## src/hw/rtl/srch_pkg.sv

```systemverilog
package srch_pkg;

    // Fixed field widths of the request, response and configuration items.
    localparam int IDX_W  = 5;
    localparam int WORD_W = 32;
    localparam int CFG_W  = 5;

    // Request commands.
    localparam logic CMD_LOAD   = 1'b0;
    localparam logic CMD_SEARCH = 1'b1;

    // Configuration register indexes.
    localparam logic CFG_RANGE_FIRST = 1'b0;
    localparam logic CFG_RANGE_LAST  = 1'b1;

    // Order classification reported with each search.
    typedef enum logic [1:0] {
        ORD_UNSORTED = 2'd0,
        ORD_ASC      = 2'd1,
        ORD_DESC     = 2'd2,
        ORD_INVALID  = 2'd3
    } order_t;

    // Sequencer states.
    typedef enum logic [2:0] {
        ST_IDLE,
        ST_CHECK,
        ST_PROBE,
        ST_COMPARE,
        ST_DONE
    } state_t;

    typedef struct packed {
        logic                     cmd;
        logic [IDX_W-1:0]         load_index;
        logic signed [WORD_W-1:0] data_value;
    } req_t;

    typedef struct packed {
        order_t           order_status;
        logic             found;
        logic [IDX_W-1:0] found_index;
    } rsp_t;

endpackage

```

## src/hw/rtl/sorted_range_check_binary_search_core.sv

```systemverilog
// Range order check and binary search over a store of signed 32-bit words.
//
// Requests arrive on req_valid/req_stall/req_data and are taken at a clock
// edge where req_valid is high and req_stall is low. A load request writes
// one word into the store and gives no response; a load to an index at or
// beyond DEPTH is dropped. A search request walks the configured range
// [range_first, range_last] through the store's single read port, one
// word per cycle, to classify its order (ending early once the range is
// known to be unsorted), then binary-searches the key, each probe a read
// and then a compare. One request is worked on at a time.
// Responses leave on rsp_valid/rsp_stall/rsp_data from an output register;
// the next request is taken while a response still waits, and a finished
// search waits only when the output register is still held by a stall.
// Range registers are written through cfg_we/cfg_index/cfg_data; the user
// must do so only while the block is idle; the block does not enforce it.
// Reset returns the range to 0..31 and empties the output; the word store
// is not cleared and holds garbage until loaded.
module sorted_range_check_binary_search_core #(
    parameter int DEPTH = 32
) (
    input  logic                          clk,
    input  logic                          rst_n,
    input  logic                          req_valid,
    output logic                          req_stall,
    input  srch_pkg::req_t                req_data,
    output logic                          rsp_valid,
    input  logic                          rsp_stall,
    output srch_pkg::rsp_t                rsp_data,
    input  logic                          cfg_we,
    input  logic                          cfg_index,
    input  logic [srch_pkg::CFG_W-1:0]    cfg_data
);

    localparam int AW = (DEPTH > 1) ? $clog2(DEPTH) : 1;
    localparam int IW = srch_pkg::IDX_W;
    localparam int WW = srch_pkg::WORD_W;

    // Word store and its registered read port.
    logic signed [WW-1:0] mem [DEPTH];
    logic signed [WW-1:0] rd_data_reg;
    logic                 rd_en;
    logic [IW-1:0]        rd_idx;
    logic                 wr_en;

    // Configuration registers.
    logic [IW-1:0] range_first_reg;
    logic [IW-1:0] range_last_reg;

    // Sequencer state.
    srch_pkg::state_t     state_reg, state_next;
    logic [IW-1:0]        cur_reg, cur_next;
    logic [IW-1:0]        lo_reg, lo_next;
    logic [IW-1:0]        hi_reg, hi_next;
    logic [IW-1:0]        mid_reg, mid_next;
    logic signed [WW-1:0] key_reg, key_next;
    logic signed [WW-1:0] prev_reg, prev_next;
    logic                 have_prev_reg, have_prev_next;
    logic                 not_asc_reg, not_asc_next;
    logic                 not_desc_reg, not_desc_next;
    srch_pkg::order_t     status_reg, status_next;
    logic                 found_reg, found_next;
    logic [IW-1:0]        index_reg, index_next;
    logic                 rsp_valid_reg, rsp_valid_next;
    srch_pkg::rsp_t       rsp_reg, rsp_next;

    logic                 req_accept;
    logic                 range_bad;
    logic [IW:0]          mid_sum;
    logic                 go_right;

    assign req_stall  = (state_reg != srch_pkg::ST_IDLE);
    assign req_accept = req_valid && !req_stall;
    assign rsp_valid  = rsp_valid_reg;
    assign rsp_data   = rsp_reg;

    assign range_bad = (range_last_reg < range_first_reg) ||
                       (32'(range_last_reg) >= 32'(DEPTH));
    assign wr_en = req_accept && (req_data.cmd == srch_pkg::CMD_LOAD) &&
                   (32'(req_data.load_index) < 32'(DEPTH));
    assign mid_sum = {1'b0, lo_reg} + {1'b0, hi_reg};

    // Memory write and synchronous read.
    always_ff @(posedge clk)
    begin
        if (wr_en)
        begin
            mem[AW'(req_data.load_index)] <= req_data.data_value;
        end
        if (rd_en)
        begin
            rd_data_reg <= mem[AW'(rd_idx)];
        end
    end

    // Configuration writes.
    always_ff @(posedge clk or negedge rst_n)
    begin
        if (!rst_n)
        begin
            range_first_reg <= '0;
            range_last_reg  <= '1;
        end
        else if (cfg_we)
        begin
            unique case (cfg_index)
                srch_pkg::CFG_RANGE_FIRST: range_first_reg <= cfg_data;
                srch_pkg::CFG_RANGE_LAST:  range_last_reg  <= cfg_data;
                default: ;
            endcase
        end
    end

    // Control registers.
    always_ff @(posedge clk or negedge rst_n)
    begin
        if (!rst_n)
        begin
            state_reg     <= srch_pkg::ST_IDLE;
            rsp_valid_reg <= 1'b0;
        end
        else
        begin
            state_reg     <= state_next;
            rsp_valid_reg <= rsp_valid_next;
        end
    end

    // Datapath registers.
    always_ff @(posedge clk)
    begin
        cur_reg       <= cur_next;
        lo_reg        <= lo_next;
        hi_reg        <= hi_next;
        mid_reg       <= mid_next;
        key_reg       <= key_next;
        prev_reg      <= prev_next;
        have_prev_reg <= have_prev_next;
        not_asc_reg   <= not_asc_next;
        not_desc_reg  <= not_desc_next;
        status_reg    <= status_next;
        found_reg     <= found_next;
        index_reg     <= index_next;
        rsp_reg       <= rsp_next;
    end

    // Direction of the next probe; descending ranges mirror the compare.
    assign go_right = (key_reg > rd_data_reg) ^ (status_reg == srch_pkg::ORD_DESC);

    // Next state and datapath control.
    always_comb
    begin
        state_next     = state_reg;
        cur_next       = cur_reg;
        lo_next        = lo_reg;
        hi_next        = hi_reg;
        mid_next       = mid_reg;
        key_next       = key_reg;
        prev_next      = prev_reg;
        have_prev_next = have_prev_reg;
        not_asc_next   = not_asc_reg;
        not_desc_next  = not_desc_reg;
        status_next    = status_reg;
        found_next     = found_reg;
        index_next     = index_reg;
        rsp_next       = rsp_reg;
        rsp_valid_next = rsp_valid_reg && rsp_stall;
        rd_en          = 1'b0;
        rd_idx         = cur_reg;

        unique case (state_reg)
            srch_pkg::ST_IDLE:
            begin
                if (req_accept && (req_data.cmd == srch_pkg::CMD_SEARCH))
                begin
                    key_next       = req_data.data_value;
                    found_next     = 1'b0;
                    index_next     = '0;
                    have_prev_next = 1'b0;
                    not_asc_next   = 1'b0;
                    not_desc_next  = 1'b0;
                    if (range_bad)
                    begin
                        status_next = srch_pkg::ORD_INVALID;
                        state_next  = srch_pkg::ST_DONE;
                    end
                    else
                    begin
                        rd_en      = 1'b1;
                        rd_idx     = range_first_reg;
                        cur_next   = range_first_reg;
                        state_next = srch_pkg::ST_CHECK;
                    end
                end
            end

            srch_pkg::ST_CHECK:
            begin
                // Compare each returned word with its left neighbor.
                not_asc_next   = not_asc_reg ||
                                 (have_prev_reg && !(prev_reg < rd_data_reg));
                not_desc_next  = not_desc_reg ||
                                 (have_prev_reg && !(prev_reg > rd_data_reg));
                prev_next      = rd_data_reg;
                have_prev_next = 1'b1;
                if (not_asc_next && not_desc_next)
                begin
                    status_next = srch_pkg::ORD_UNSORTED;
                    state_next  = srch_pkg::ST_DONE;
                end
                else if (cur_reg == range_last_reg)
                begin
                    status_next = not_asc_next ? srch_pkg::ORD_DESC : srch_pkg::ORD_ASC;
                    lo_next     = range_first_reg;
                    hi_next     = range_last_reg;
                    state_next  = srch_pkg::ST_PROBE;
                end
                else
                begin
                    rd_en    = 1'b1;
                    rd_idx   = cur_reg + 1'b1;
                    cur_next = cur_reg + 1'b1;
                end
            end

            srch_pkg::ST_PROBE:
            begin
                // Read the middle word of the remaining interval.
                rd_en      = 1'b1;
                rd_idx     = mid_sum[IW:1];
                mid_next   = mid_sum[IW:1];
                state_next = srch_pkg::ST_COMPARE;
            end

            srch_pkg::ST_COMPARE:
            begin
                if (key_reg == rd_data_reg)
                begin
                    found_next = 1'b1;
                    index_next = mid_reg;
                    state_next = srch_pkg::ST_DONE;
                end
                else if (go_right)
                begin
                    if (mid_reg == hi_reg)
                    begin
                        state_next = srch_pkg::ST_DONE;
                    end
                    else
                    begin
                        lo_next    = mid_reg + 1'b1;
                        state_next = srch_pkg::ST_PROBE;
                    end
                end
                else
                begin
                    if (mid_reg == lo_reg)
                    begin
                        state_next = srch_pkg::ST_DONE;
                    end
                    else
                    begin
                        hi_next    = mid_reg - 1'b1;
                        state_next = srch_pkg::ST_PROBE;
                    end
                end
            end

            srch_pkg::ST_DONE:
            begin
                // Hand the result to the output register once it is free.
                if (!rsp_valid_reg || !rsp_stall)
                begin
                    rsp_valid_next       = 1'b1;
                    rsp_next.order_status = status_reg;
                    rsp_next.found       = found_reg;
                    rsp_next.found_index = index_reg;
                    state_next           = srch_pkg::ST_IDLE;
                end
            end

            default:
            begin
                state_next = srch_pkg::ST_IDLE;
            end
        endcase
    end

    // A hit is only reported for a sorted range.
    a_found_sorted: assert property (@(posedge clk) disable iff (!rst_n)
        rsp_valid && rsp_data.found |->
            (rsp_data.order_status == srch_pkg::ORD_ASC) ||
            (rsp_data.order_status == srch_pkg::ORD_DESC))
        else $error("found set on an unsorted or invalid range");

    // A miss always reports index zero.
    a_miss_index: assert property (@(posedge clk) disable iff (!rst_n)
        rsp_valid && !rsp_data.found |-> (rsp_data.found_index == '0))
        else $error("nonzero index without a hit");

    // An invalid range goes straight to the result.
    a_invalid_done: assert property (@(posedge clk) disable iff (!rst_n)
        req_accept && (req_data.cmd == srch_pkg::CMD_SEARCH) && range_bad |=>
            (state_reg == srch_pkg::ST_DONE) &&
            (status_reg == srch_pkg::ORD_INVALID))
        else $error("invalid range not reported at once");

    // Each probe stays inside the interval still being searched.
    a_probe_bounds: assert property (@(posedge clk) disable iff (!rst_n)
        state_reg == srch_pkg::ST_COMPARE |->
            (mid_reg >= lo_reg) && (mid_reg <= hi_reg))
        else $error("probe outside the search interval");

    // The order walk never passes the end of the range.
    a_check_bounds: assert property (@(posedge clk) disable iff (!rst_n)
        state_reg == srch_pkg::ST_CHECK |->
            (cur_reg <= range_last_reg) && (cur_reg >= range_first_reg))
        else $error("order walk outside the range");

endmodule

```

## config.mk

```make
export PLATFORM = sky130hd
export DESIGN_NAME = sorted_range_check_binary_search_core
export DESIGN_NICKNAME = d
export VERILOG_FILES = /design/src/hw/rtl/srch_pkg.sv /design/src/hw/rtl/sorted_range_check_binary_search_core.sv
export SDC_FILE = /design/constraint.sdc
export NUM_CORES = 1
export LEC_CHECK = 0
export ABC_AREA = 1
export ABC_CLOCK_PERIOD_IN_PS = 3700
export BUFFER_PORTS_ARGS = -buffer_cell sky130_fd_sc_hd__buf_4
export CAP_MARGIN = 20
export CORE_MARGIN = 10
export CORE_UTILIZATION = 50
export DETAILED_ROUTE_END_ITERATION = 6
export GPL_ROUTABILITY_DRIVEN = 0
export HOLD_SLACK_MARGIN = 0.1
export PLACE_DENSITY = 0.68
export SETUP_SLACK_MARGIN = 0.05
export SLEW_MARGIN = 10
export SYNTH_ARGS = -nofsm -noshare
export SYNTH_HDL_FRONTEND = slang
export SYNTH_SLANG_ARGS = --single-unit
```

## constraint.sdc

```tcl
create_clock -name clk -period 3.7 [get_ports clk]
set_input_delay 0.185 -clock clk [delete_from_list [all_inputs] [get_ports clk]]
set_output_delay 0.185 -clock clk [all_outputs]
set_load 0.05 [all_outputs]
```

======== After elaboration in Yosys (flattened, before gate mapping) ========
Memory sizes are Yosys's and may differ from the RTL's. A register that Yosys moved wholly into a read port is not among the register bits.
Index checks and enable logic that the tools add are counted.
word-level totals
  logic and storage cells ................. 134
  output and inout bits ................... 10
  bits of input ports ..................... 49
  memories ................................ 1
  flip-flop bits (word level) ............. 117
  RAM bits ................................ 1024
cells by class
  equal/unequal tests ..................... 21
  add/sub/neg operators ................... 4
  $lt $le $gt $ge ......................... 4
  reductions and logical operators ........ 30
  bitwise logic cells ..................... 3
  muxes and demuxes ....................... 52
memories
  memory  depth  width  read ports  clocked after Yosys merged registers in  wr ports  line                                         text
  mem     32     32     1           1                                        1         sorted_range_check_binary_search_core.sv:39  logic signed [WW-1:0] mem [DEPTH];
operators with widths
  operator                                                               count
  5-bit two-way mux                                                      16
  32-bit > comparator                                                    2
  5-bit case mux with 2 select lines                                     4
  32-bit equality test                                                   1
  32-bit less-than comparator                                            1
  3-bit two-way mux                                                      9
  2-bit != test, second input constant                                   11
  5-bit equality test                                                    3
  3-bit case mux with 5 select lines                                     1
  5-bit case mux with 3 select lines                                     1
  6-bit AND reduction                                                    2
  5-bit by 1-bit adder with 5-bit output, second input constant          2
  1-bit two-way mux                                                      10
  2-bit two-way mux                                                      5
  2-bit AND reduction                                                    5
  1-bit case mux with 2 select lines                                     4
  1-bit logical AND                                                      7
  5-bit by 5-bit adder with 6-bit output                                 1
  3-bit by 2-bit equality test with 1-bit output, second input constant  2
  3-bit AND reduction                                                    2
  2-bit nonzero test                                                     3
  1-bit logical NOT                                                      5
  5-bit less-than comparator                                             1
  5-bit by 1-bit subtractor with 5-bit output, second input constant     1
  other kinds (12)                                                       15

======== Depth between registers and ports, before layout ========
  depth after elaboration ................. 8
  gate-level depth with buffers ........... 30
  depth with buffers taken out ............ 28

======== Least setup slack after synthesis ========
OpenSTA, ideal clock, no wires.
  path type ............................... reg2reg
  start ................................... register state_reg[1]
  end ..................................... register rd_data_reg[23] (read register of mem) (data pin)
  arrival time ............................ 3.572 ns
  buffers on the path ..................... 3
  clock period less this slack ............ 3.825 ns
  cell stages (with the launch flop) ...... 18
  setup slack ............................. -0.125 ns
  setup time .............................. 0.253 ns
  data required time ...................... 3.447 ns
  cell sequence ........................... dfrtp_1 nor2_1 nand2_1 nor3_2 nand2_1 buf_2 nand2_1 o21ai_1 o21ai_0 inv_1 a21oi_2 buf_2 buf_2 nand3_1 nand3_1 nand3_1 nand3_1 nand2_1
on the way
  word-level cells in the longest chain between the ends .. 6
  elaborated cells on any way between the ends .. 11
  those cells by class .................... eq/ne (2); mux (4); reduce/logical (5)
ends and longest elaborated chain
  what                                                                                      line                                          text
  start, declared                                                                           sorted_range_check_binary_search_core.sv:50   srch_pkg::state_t state_reg, state_next;
  start signal, assigned                                                                    sorted_range_check_binary_search_core.sv:118  state_reg <= srch_pkg::ST_IDLE;
  start signal, assigned                                                                    sorted_range_check_binary_search_core.sv:123  state_reg <= state_next;
  3-bit nonzero test                                                                        sorted_range_check_binary_search_core.sv:71   assign req_stall = (state_reg != srch_pkg::ST_IDLE);
  1-bit logical NOT                                                                         sorted_range_check_binary_search_core.sv:72   assign req_accept = req_valid && !req_stall;
  1-bit logical AND                                                                         sorted_range_check_binary_search_core.sv:72
  1-bit logical AND                                                                         sorted_range_check_binary_search_core.sv:173  if (req_accept && (req_data.cmd == srch_pkg::CMD_SEARCH))
  5-bit two-way mux or 1-bit two-way mux (tied branches)                                    --
  5-bit case mux with 3 select lines or 1-bit case mux with 3 select lines (tied branches)  sorted_range_check_binary_search_core.sv:170  unique case (state_reg)
  end, declared                                                                             sorted_range_check_binary_search_core.sv:40   logic signed [WW-1:0] rd_data_reg;
Parallel ways exist; a longest one is shown, timed or not.
A chain may end at the register's enable or synchronous reset.

======== Worst setup path after layout ========
  start ................................... register rd_data_reg[21] (read register of mem)
  end ..................................... register rd_data_reg[28] (read register of mem) (data pin)
on the way
  word-level cells in the longest chain between the ends .. 7
  elaborated cells on any way between the ends .. 13
  those cells by class .................... order compare (2); mux (4); reduce/logical (7)
ends and longest elaborated chain
  what                                                                                      line                                                                                        text
  32-bit less-than comparator or 32-bit > comparator (tied branches)                        sorted_range_check_binary_search_core.sv:200, sorted_range_check_binary_search_core.sv:202
  1-bit logical NOT (on tied branches)                                                      sorted_range_check_binary_search_core.sv:200, sorted_range_check_binary_search_core.sv:202
  1-bit logical AND (on tied branches)                                                      sorted_range_check_binary_search_core.sv:200, sorted_range_check_binary_search_core.sv:202
  1-bit logical OR (on tied branches)                                                       sorted_range_check_binary_search_core.sv:199, sorted_range_check_binary_search_core.sv:201
  1-bit logical AND *                                                                       sorted_range_check_binary_search_core.sv:205                                                if (not_asc_next && not_desc_next)
  5-bit two-way mux or 1-bit two-way mux (tied branches)                                    sorted_range_check_binary_search_core.sv:205
  5-bit case mux with 3 select lines or 1-bit case mux with 3 select lines (tied branches)  sorted_range_check_binary_search_core.sv:170
Mark *: on every way between the ends. The rest lies on a longest branch, timed or not.

==> impl_metrics.tcl <==
set metrics [dict create \
    fp.dieH_um 333.9 \
    synthToLayoutAreaGrowth_pct 21.23 \
    worstPathArrival_ps 4190 \
    fmax_ghz 0.2677 \
    r2r-start "rd_data_reg[21]$_DFFE_PP_" \
    start_util 0.5022 \
    timing.final.crit_share 1.010 \
    critPathCaptureType "flop" \
    mostFrequentLayoutCells "1386 x nand3_1, 1159 x edfxtp_1, 641 x nand2_1, 185 x buf_4, 144 x clkbuf_16" \
    status "finished, violations left" \
    synth_mux_area_frac 0 \
    postRouteWirelength_mm 155.0 \
    overflow 0 \
    via_count 35950 \
    ios 59 \
    ys_async_sr_fraction 0.01194 \
    yosys.area_share.adder 0.01945 \
    relSlewSlack 0.4365 \
    skew_ps 39.36 \
    avgSynthCellArea_um2 12.15 \
    antenna_left 0 \
    crit_path_start_kind "flop" \
    failed_checks "negative setup slack" \
    layout_commonest_cell "nand3_1" \
    antenna_found_initial 2 \
    setup_ws_ps -35.25 \
    cap_violations 0 \
    grt_pass1_wl_mm 213.4 \
    maxSlewViolCount 0 \
    yosys.area_share.simple 0.2143 \
    synth_xor_area_frac 0.003199 \
    holdPathEnd "state_reg[0]$_DFFE_PN0P_" \
    fin_nets 4436 \
    regMostFlops "mem" \
    holdCritPathClass "primary input to flop" \
    worstRegToRegCells 25 \
    synth_top_family_by_area "simple AND/OR/NAND/NOR gates" \
    r2r_slack_ps -40 \
    drtPass1Iterations 6 \
    finalSetupViolations 5 \
    synth_seq_area_share 0.7135 \
    cts-root-buf "clkbuf_16" \
    synth_compound_area_frac 0.01252 \
    cts_inserted_buffers 115 \
    rows 115 \
    cts_tree "done" \
    drc 0 \
    numPortBuffers 58 \
    worstSetupPathType "flop to flop" \
    ys_ff_latch 1173 \
    die_x_um 333.9 \
    wire_per_inst_um 27.24 \
    largest_register_ffs 1024 \
    crit_fanout 7 \
    grtUsageTotal 0.2522 \
    synth_edf_count 1159 \
    dp_hpwl_mm 78.49 \
    rsz0062_at_grt "true" \
    hp-start "req_data[37]" \
    worstMarginPinSlew_ps 843.2 \
    hold_violations 0 \
    antenna_cells 0 \
    htree_levels 3 \
    synth_cell_type_count 43 \
    clock_sinks 1173 \
    holdPathStages 5 \
    syn-cell-area_mm2 0.04928 \
    vias_per_cell 6.318 \
    r2r-end "rd_data_reg[28]$_DFFE_PP_" \
    yosys_warnings 0 \
    core_mm2 0.09813 \
    clk_path_buf_depth 3 \
    dp_slack_ps -26.35 \
    drive_gt1_frac 0.1730 \
    period_needed_ps 3735 \
    path_clk_slew_ps 70 \
    grt_max_degree 150 \
    first_global_vias 32810 \
    die_area_mm2 0.1115 \
    crit_required_ps 4150 \
    synthFlopType "edfxtp_1" \
    drtIter0Drc 5524 \
    synth_nets 4182 \
    clock_latency_ps 710 \
    syn_inst 4057 \
]
==> worst max-delay path, cell delays in order, from the launching register on <==
cell and delay, ps:
edfxtp_1 440, inv_2 70, ha_1 300, nand2_1 70, nor2_2 110, nand4_1 120
nor2_2 140, buf_4 150, nand4_1 160, nand3_2 120, nand2_2 70, nand2_4 100
nand2_4 70, buf_6 120, nand3_4 60, nand3_4 160, buf_12 180, buf_12 120
clkbuf_16 180, buf_4 170, nand3_1 60, nand3_1 90, nand3_1 110, nand3_1 100
nand3_2 120, nand2_1 90
==> what timing repair did <==
item / CTS / global route
endpoints found under the setup margin: 14 / 32
gates resized for setup: 44 / 212
endpoints found under the hold margin: 1091 / 0
buffers inserted: 10 / 31
hold buffers: 48 / 0
pin swaps: 6 / 66
gates cloned: 8 / 44
==> cell usage after synthesis, drive strengths merged (9+ instances only) <==
cell type / count / area, µm²
nor2: 77 / 289.0
ha: 75 / 938.4
buf: 213 / 1150
inv: 113 / 424.2
dfrtp: 9 / 225.2
nand3: 1505 / 7542
edfxtp: 1159 / 34800
nand2: 680 / 2579
a21oi: 43 / 222.7
clkbuf: 66 / 247.7
o21ai: 47 / 239.0
xor2: 12 / 105.1
nor3: 9 / 50.05
==> cells by family (layout without fill, tap and decap cells) <==
logic type	Yosys count	after routing
buf+inv	393	738
flops	1173	1173
xor+xnor	18	18
compound gates	111	111
simple gates	2286	2288
fa+ha+maj	76	76
==> routing by layer <==
layer	vias up	GRT usage	wire, µm
li1	15410	-	-
met1	17570	0.3596	57760
met2	2548	0.3858	69570
met3	429	0.05130	21560
met4	4	0.08134	6121
met5	-	0	23
==> cell type report <==
type	count	area [µm²]
multi-input combinational	2493	13470
timing repair buffer	414	5520
inverter	114	437.9
fill	7454	38390
clock inverter	69	525.5
sequential	1173	35160
tap	1287	1610
clock buffer	141	3018
==> through the flow <==
stage          utilization  TNS [ps]  hold slack (ps)  area, µm²  std cells
5_1_grt             0.6088     -3897            149.9      59740       5691
4_1_cts             0.5870         0            141.5      57610       5619
3_3_place_gp        0.5408    -3.221            55.49      53070       5343
3_5_place_dp        0.5408    -58.76            62.57      53070       5343
6_report            0.6088    -126.9            137.8      59740       5691
2_1_floorplan            -         0           -110.6      49290       4057
==> worst max path at each step <==
stage	startpoint	end	slack [ps]	depth (start not counted)
2_1_floorplan	state_reg[1]$_DFFE_PN0P_	mem[20][0]$_DFFE_PP_	170	6
3_3_place_gp	rd_data_reg[31]$_DFFE_PP_	rd_data_reg[15]$_DFFE_PP_	-3	26
3_5_place_dp	rd_data_reg[23]$_DFFE_PP_	rd_data_reg[15]$_DFFE_PP_	-30	24
4_1_cts	rd_data_reg[21]$_DFFE_PP_	rd_data_reg[10]$_DFFE_PP_	30	26
5_1_grt	rd_data_reg[29]$_DFFE_PP_	rd_data_reg[29]$_DFFE_PP_	-190	25
6_report	rd_data_reg[21]$_DFFE_PP_	rd_data_reg[28]$_DFFE_PP_	-40	25
Power is left out: the tool's default activity adds up to more than one toggle a clock period on the data nets, which glitch-free logic cannot reach.
